<file path="src/design/lpbp_pkg.sv">
// ----------------------------------------------------------------------------
// lpbp_pkg
// Shared constants and types of the page buffer pool tag manager.
// ----------------------------------------------------------------------------
`default_nettype none

package lpbp_pkg;

  // pool geometry
  localparam int SLOTS  = 16;
  localparam int SLOT_W = (SLOTS > 1) ? $clog2(SLOTS) : 1;

  localparam int PAGE_W  = 32;
  localparam int STAMP_W = 32;
  localparam int REFS_W  = 8;

  // request opcodes
  localparam logic [1:0] OP_ACQUIRE = 2'd0;
  localparam logic [1:0] OP_RELEASE = 2'd1;
  localparam logic [1:0] OP_DIRTY   = 2'd2;
  localparam logic [1:0] OP_LOOKUP  = 2'd3;

  // result status codes
  localparam logic [1:0] ST_HIT      = 2'd0;
  localparam logic [1:0] ST_MISS     = 2'd1;
  localparam logic [1:0] ST_FULL     = 2'd2;
  localparam logic [1:0] ST_NOTFOUND = 2'd3;

  localparam logic [REFS_W-1:0] REFS_MAX = '1;

  typedef logic [SLOT_W-1:0] slot_idx_t;

  // replacement candidate handed from cell to cell
  typedef struct packed {
    logic                 found;
    slot_idx_t            idx;
    logic [STAMP_W-1:0]   stamp;
    logic                 wb;
    logic [PAGE_W-1:0]    page;
  } cand_t;

  // slot update broadcast to the row of cells
  typedef struct packed {
    logic                 en;
    slot_idx_t            idx;
    logic                 wr_refs;
    logic                 wr_stamp;
    logic                 set_dirty;
    logic                 install;
    logic [REFS_W-1:0]    refs;
    logic [STAMP_W-1:0]   stamp;
    logic [PAGE_W-1:0]    page;
  } upd_t;

endpackage

`default_nettype wire

</file>
<file path="src/design/lpbp_cell.sv">
// ----------------------------------------------------------------------------
// lpbp_cell
// One pool slot: holds its tag state, compares the looked-up page and
// passes the oldest unreferenced candidate on to the next cell.
// ----------------------------------------------------------------------------
`default_nettype none

module lpbp_cell (
  input  wire                           clk,
  input  wire                           rst_n,
  input  wire lpbp_pkg::slot_idx_t      cell_idx,
  input  wire [lpbp_pkg::PAGE_W-1:0]    lk_page,
  input  wire lpbp_pkg::upd_t           upd,
  input  wire lpbp_pkg::cand_t          cand_in,
  output lpbp_pkg::cand_t               cand_out,
  output logic                          hit,
  output logic [lpbp_pkg::REFS_W-1:0]   refs
);
  import lpbp_pkg::*;

  logic [PAGE_W-1:0]  page_r,  page_nxt;
  logic               valid_r, valid_nxt;
  logic               dirty_r, dirty_nxt;
  logic [REFS_W-1:0]  refs_r,  refs_nxt;
  logic [STAMP_W-1:0] stamp_r, stamp_nxt;
  cand_t              cand_r,  cand_nxt;
  logic               sel;
  logic               take;

  // tag compare
  assign hit  = valid_r && (page_r == lk_page);
  assign refs = refs_r;

  // apply an update aimed at this slot
  assign sel = upd.en && (upd.idx == cell_idx);

  always_comb begin
    page_nxt  = page_r;
    valid_nxt = valid_r;
    dirty_nxt = dirty_r;
    refs_nxt  = refs_r;
    stamp_nxt = stamp_r;
    if (sel) begin
      if (upd.install) begin
        page_nxt  = upd.page;
        valid_nxt = 1'b1;
        dirty_nxt = 1'b0;
      end
      if (upd.set_dirty) begin
        dirty_nxt = 1'b1;
      end
      if (upd.wr_refs || upd.install) begin
        refs_nxt = upd.refs;
      end
      if (upd.wr_stamp || upd.install) begin
        stamp_nxt = upd.stamp;
      end
    end
  end

  // replace the candidate when free and strictly older
  assign take = (refs_r == '0) && (!cand_in.found || (stamp_r < cand_in.stamp));

  always_comb begin
    cand_nxt = cand_in;
    if (take) begin
      cand_nxt.found = 1'b1;
      cand_nxt.idx   = cell_idx;
      cand_nxt.stamp = stamp_r;
      cand_nxt.wb    = valid_r && dirty_r;
      cand_nxt.page  = page_r;
    end
  end

  assign cand_out = cand_r;

  always_ff @(posedge clk) begin
    if (!rst_n) begin
      page_r  <= '0;
      valid_r <= 1'b0;
      dirty_r <= 1'b0;
      refs_r  <= '0;
      stamp_r <= '0;
      cand_r  <= '0;
    end else begin
      page_r  <= page_nxt;
      valid_r <= valid_nxt;
      dirty_r <= dirty_nxt;
      refs_r  <= refs_nxt;
      stamp_r <= stamp_nxt;
      cand_r  <= cand_nxt;
    end
  end

endmodule

`default_nettype wire
</file>
<file path="config.mk">
export PLATFORM = sky130hd
export DESIGN_NAME = lpbp_cell
export DESIGN_NICKNAME = d
export VERILOG_FILES = /design/src/design/lpbp_pkg.sv /design/src/design/lpbp_cell.sv
export SDC_FILE = /design/constraint.sdc
export NUM_CORES = 1
export LEC_CHECK = 0
export BUFFER_PORTS_ARGS = -buffer_cell sky130_fd_sc_hd__buf_2
export CAP_MARGIN = 20
export CORE_ASPECT_RATIO = 1.25
export CORE_MARGIN = 4
export CORE_UTILIZATION = 49
export CTS_CLUSTER_DIAMETER = 60
export DETAILED_ROUTE_END_ITERATION = 6
export GPL_ROUTABILITY_DRIVEN = 0
export GPL_TIMING_DRIVEN = 0
export PLACE_DENSITY_LB_ADDON = 0.3
export SLEW_MARGIN = 5
export SYNTH_ARGS = -nofsm -noshare
export SYNTH_HDL_FRONTEND = slang
export SYNTH_SLANG_ARGS = --single-unit
</file>
<file path="constraint.sdc">
create_clock -name clk -period 2.6 [get_ports clk]
set_clock_uncertainty 0.2 [all_clocks]
set_input_delay 0 -clock clk [delete_from_list [all_inputs] [get_ports clk]]
set_output_delay 0 -clock clk [all_outputs]
set_load 0.02 [all_outputs]
</file>
* Yosys cells after proc, flatten, opt, wreduce, memory -nomap -nowiden
Cells that the tools add are included.
** Word-level totals
- Register bits :: 144
- Output and inout port bits :: 79
- Word-level logic and storage cells :: 30
** Cells by class
- Order comparisons :: 1
- Eq/ne operators :: 2
- Mux-type cells :: 3
- Reduce and logical (&&, ||, !) cells :: 14
** Operators with widths (count)
- 70-bit two-way mux :: 1
- 32-bit equality test :: 1
- 32-bit < comparator :: 1
- 8-bit zero test :: 1
- 2-bit AND reduction :: 4
- 4-bit equality test :: 1
- 1-bit logical AND :: 4
- 1-bit logical OR :: 3
- 1-bit two-way mux :: 2
- 2-bit nonzero test :: 1
- 1-bit zero test :: 1

* Logic depth before layout (Yosys ltp)
- Depth after elaboration :: 4
- Depth in mapped cells :: 11
- Gate-level depth less buffers :: 8

* Worst setup path before layout
Ideal clock, no wire load.
- Path kind :: reg2reg
- Start point :: reg stamp_r[7]
- End point :: reg cand_r (netlist bit cand_out[57])
- Data arrival time :: 1.986 ns
- Data required time :: 2.328 ns
- Slack :: 0.342 ns
- Cell stages (with the launch flop) :: 11
- Path buffers :: 3
- Clock period less this slack :: 2.258 ns
- Cell sequence :: dfxtp_1 -> ha_1 -> a21oi_1 -> o21ai_0 -> a221oi_1 -> o211ai_1 -> a211oi_2 -> buf_4 -> buf_8 -> buf_8 -> mux2i_1
** On the way
- Word-level cells in the longest chain between the ends :: 4
** Ends and longest elaborated chain
- start: declaration :: line lpbp_cell.sv:25 : logic [STAMP_W-1:0] stamp_r, stamp_nxt;
- start signal: assignment :: line lpbp_cell.sv:90 : stamp_r <= stamp_nxt;
- 32-bit < comparator :: line lpbp_cell.sv:62 : assign take = (refs_r == '0) && (!cand_in.found || (stamp_r < cand_in.stamp));
- 1-bit logical OR :: line lpbp_cell.sv:62
- 1-bit logical AND :: line lpbp_cell.sv:62
- 70-bit two-way mux :: line lpbp_cell.sv:66 : if (take) begin
- end signal: assignment :: line lpbp_cell.sv:91 : cand_r <= cand_nxt;
- end: declaration :: line lpbp_cell.sv:26 : cand_t cand_r, cand_nxt;
Every way passes these cells.
A chain may end at the register's enable or synchronous reset.

* Worst setup path after layout
- Start point :: reg stamp_r[12]
- End point :: reg cand_r (netlist bit cand_out[16])
Same word-level chain as after synthesis.

==> impl_metrics.env <==
export IMPL_run_status="complete, but fails checks"
export IMPL_violations_in_the_final_reports="negative setup slack"
export IMPL_grt_setup_unrepaired="yes"
export IMPL_first_global_vias=7968
export IMPL_die_h_um=139
export IMPL_critPathMaxFanout=6
export IMPL_numCtsBuffers=17
export IMPL_pin_count=268
export IMPL_post_route_cell_area_sq_um=11300
export IMPL_post_synth_main_area_contributors="dfxtp_1 (43%), mux2i_1 (16%), nand2_1 (12%)"
export IMPL_hp_start="upd[72]"
export IMPL_post_route_min_period_ns=2.78
export IMPL_first_pass_grt_wire_length_um=40500
export IMPL_min_path_type="input port to flip-flop"
export IMPL_multi_input_area_sq_um=3670
export IMPL_detail_route_vias_per_cell=5.41
export IMPL_drtIter0Drc=629
export IMPL_netlist_area_sq_um=6690
export IMPL_yosys_cell_count_top_type="nand2_1"
export IMPL_clkLatencyLatePin_ns=0.42
export IMPL_fin_nets=1450
export IMPL_synth_top_area_cell="dfxtp_1"
export IMPL_antenna_violating_nets_post_route=0
export IMPL_startpoint_type="flip-flop"
export IMPL_area_growth_pct=69.5
export IMPL_final_layout_setup_total_negative_slack_ns=-1.91
export IMPL_launching_element_of_the_worst_setup_path="stamp_r[12]"
export IMPL_grt_remaining_overflow=0
export IMPL_grt_util_all_layers=0.325
export IMPL_grt_max_degree=20
export IMPL_timing_worst_setup_path_type="flip-flop to flip-flop"
export IMPL_dpl_instance_area_sq_um=8230
export IMPL_synthFlopType="dfxtp_1"
export IMPL_start_util=0.503
export IMPL_final_max_slew_violation_count=0
export IMPL_seq_area_sq_um=2890
export IMPL_cts_root_buf="clkbuf_16"
export IMPL_number_of_antenna_violations_at_the_first_check_in_global_routing=1
export IMPL_total_switching_power_uw=1560
export IMPL_cts_reportedPaths_clkPinSlew_ns=0.06
export IMPL_syn_mean_instance_area_sq_um=9.03
export IMPL_r2r_start="stamp_r[12]"
export IMPL_post_synthesis_async_set_or_reset_flop_share=0
export IMPL_port_buffers=266
export IMPL_internal_power_uw=4660
export IMPL_yosys_top_cells_count="nand2_1 (212), dfxtp_1 (144), mux2i_1 (109), nor2b_1 (40), a21boi_0 (33)"
export IMPL_vdd_drop_max_v=0.000472
export IMPL_drive_above_1_share=0.287
export IMPL_yosys_warnings=0
export IMPL_clkSinkCount=144
export IMPL_synth_seq_cells=144
export IMPL_die_area_sq_um=15600
export IMPL_hpwl_um=15400
export IMPL_crit_required_ns=2.71
export IMPL_synth_enable_flop_cells=0
export IMPL_synthDominantCellAreaShare=0.431
export IMPL_drc=0
export IMPL_width_of_the_chip_um=113
export IMPL_max_slew_worst_pin_slew_ns=0.600
export IMPL_pwr_share_comb=0.176
export IMPL_final_setup_worst_slack_ns=-0.176
export IMPL_core_sq_um=13300
export IMPL_cts_htree_levels=4
export IMPL_mappedNetlistNets=961
export IMPL_detail_route_wirelength_um=28900
export IMPL_pwr_share_seq=0.370
export IMPL_cap_viol_max_count=0
export IMPL_number_of_distinct_standard_cells_referenced_by_the_synthesized_netlist=35
export IMPL_report_final_setup_viol=50
export IMPL_share_of_synthesized_area_occupied_by_flip_flops_and_latches=0.431
export IMPL_worstSetupEndpointType="flip-flop"
export IMPL_p_leak_uw=0.00546
export IMPL_power_density_nw_per_um2=548
export IMPL_num_vias=7666
export IMPL_clk_path_buf_depth=2
export IMPL_fillCellCount=644
export IMPL_power_clock_fraction=0.454
export IMPL_min_period_over_period=1.07
export IMPL_postSynthCellCount=741
export IMPL_clock_fmax_ghz=0.360
export IMPL_number_of_hold_violations_in_the_final_report=0
export IMPL_drt_wirelength_per_cell_um=20.4
export IMPL_core_rowCount=47
export IMPL_drt_first_pass_iters=5
export IMPL_crit_arrival_ns=2.89
export IMPL_cts_tree="built"
export IMPL_switching_share=0.251
export IMPL_report_power_total_uw=6220
export IMPL_slew_limit_headroom=0.600
-- cell families after synthesis --
kind of cell    synth area share
mux                        0.163
flops                      0.431
fa+ha+maj                 0.0580
simple gates               0.185
xor+xnor                  0.0471
compound gates            0.0662
buf+inv                   0.0498
-- critical path: stages, from the launching register on --
cell       delay, ns
dfxtp_1         0.33
ha_1            0.32
nand4_1         0.18
nor3_4          0.08
a221oi_2        0.27
o211ai_1        0.21
a211oi_2        0.29
buf_4           0.19
buf_12          0.15
clkbuf_16       0.16
mux2i_1         0.28
-- layer usage --
metal  track usage  share of wire  vias up
met1         0.339           0.35     3568
met3        0.0786          0.075      137
met2         0.597           0.52      525
met5             0              0        -
met4         0.164          0.058        0
li1              -              -     3436
-- stage by stage --
| step | setup WS (ns) | std cells | utilization | hold WS [ns] |
|---|---|---|---|---|
| 2_1_floorplan | 0.342 | 741 | - | -0.0761 |
| 3_3_place_gp | -0.0855 | 1178 | 0.620 | 0.0452 |
| 3_5_place_dp | -0.0937 | 1178 | 0.620 | 0.0475 |
| 4_1_cts | -0.00834 | 1401 | 0.814 | 0.0726 |
| 5_1_grt | -0.242 | 1415 | 0.853 | 0.134 |
| 6_report | -0.176 | 1416 | 0.853 | 0.0875 |
-- sequential cells by signal, summed over array words and instances (netlist names) --
name,count
page_r,32
dirty_r,1
stamp_r,32
valid_r,1
cand_out,70
refs,8
-- cell type report --
type                    count  share of cell area
flip-flops and latches    144               0.255
multi-input cells         524               0.324
inverters                  31              0.0103
diodes                      2            0.000441
clock inverters            14              0.0209
plain buffers              41              0.0248
well taps                 171              0.0189
clock buffers              18              0.0379
repair buffers            471               0.308
-- worst paths after layout --
path | slack [ns] | end | cells after the start
setup / recovery | -0.18 | cand_out[16] | 10
hold / removal | 0.09 | page_r[6] | 5
setup reg to reg | -0.18 | cand_out[16] | 10
hold reg to reg | 0.28 | cand_out[53] | 2
-- placed cells by master (no fill, tap or decap), types with 3 or more instances in the layout --
cell,instances
clkbuf_1,27
ha_1,24
buf_12,7
xnor2_1,29
clkbuf_16,24
dfxtp_1,138
dfxtp_2,5
a21oi_1,7
xor2_1,7
buf_2,268
nor2b_1,40
nor4_2,3
mux2i_1,101
a21boi_0,33
mux2i_2,6
o21ai_1,3
buf_4,6
o21a_1,4
bufinv_16,6
a21oi_2,3
nor2_1,8
inv_1,30
ha_4,7
clkinv_2,3
dlygate4sd3_1,192
nand2_1,212
nand4_1,10
buf_1,3
nand3_1,5
-- power by group through the flow --
stage                     logic (uW)  registers, uW  clock network (uW)
after floorplan                  328           2410                   0
after global placement           679           2340                   0
after detailed placement         687           2340                   0
after CTS                        880           2300                2790
after global routing            1150           2300                2920
final                           1090           2300                2820
-- what timing repair did --
action,in CTS,in global routing
gates cloned,0,10
setup endpoints to repair,60,70
pin swaps,2,7
buffers inserted,0,3
hold endpoints to repair,144,0
hold buffers,192,0
gates resized for setup,5,63
Note: power is estimated with default switching activity, not from simulation.
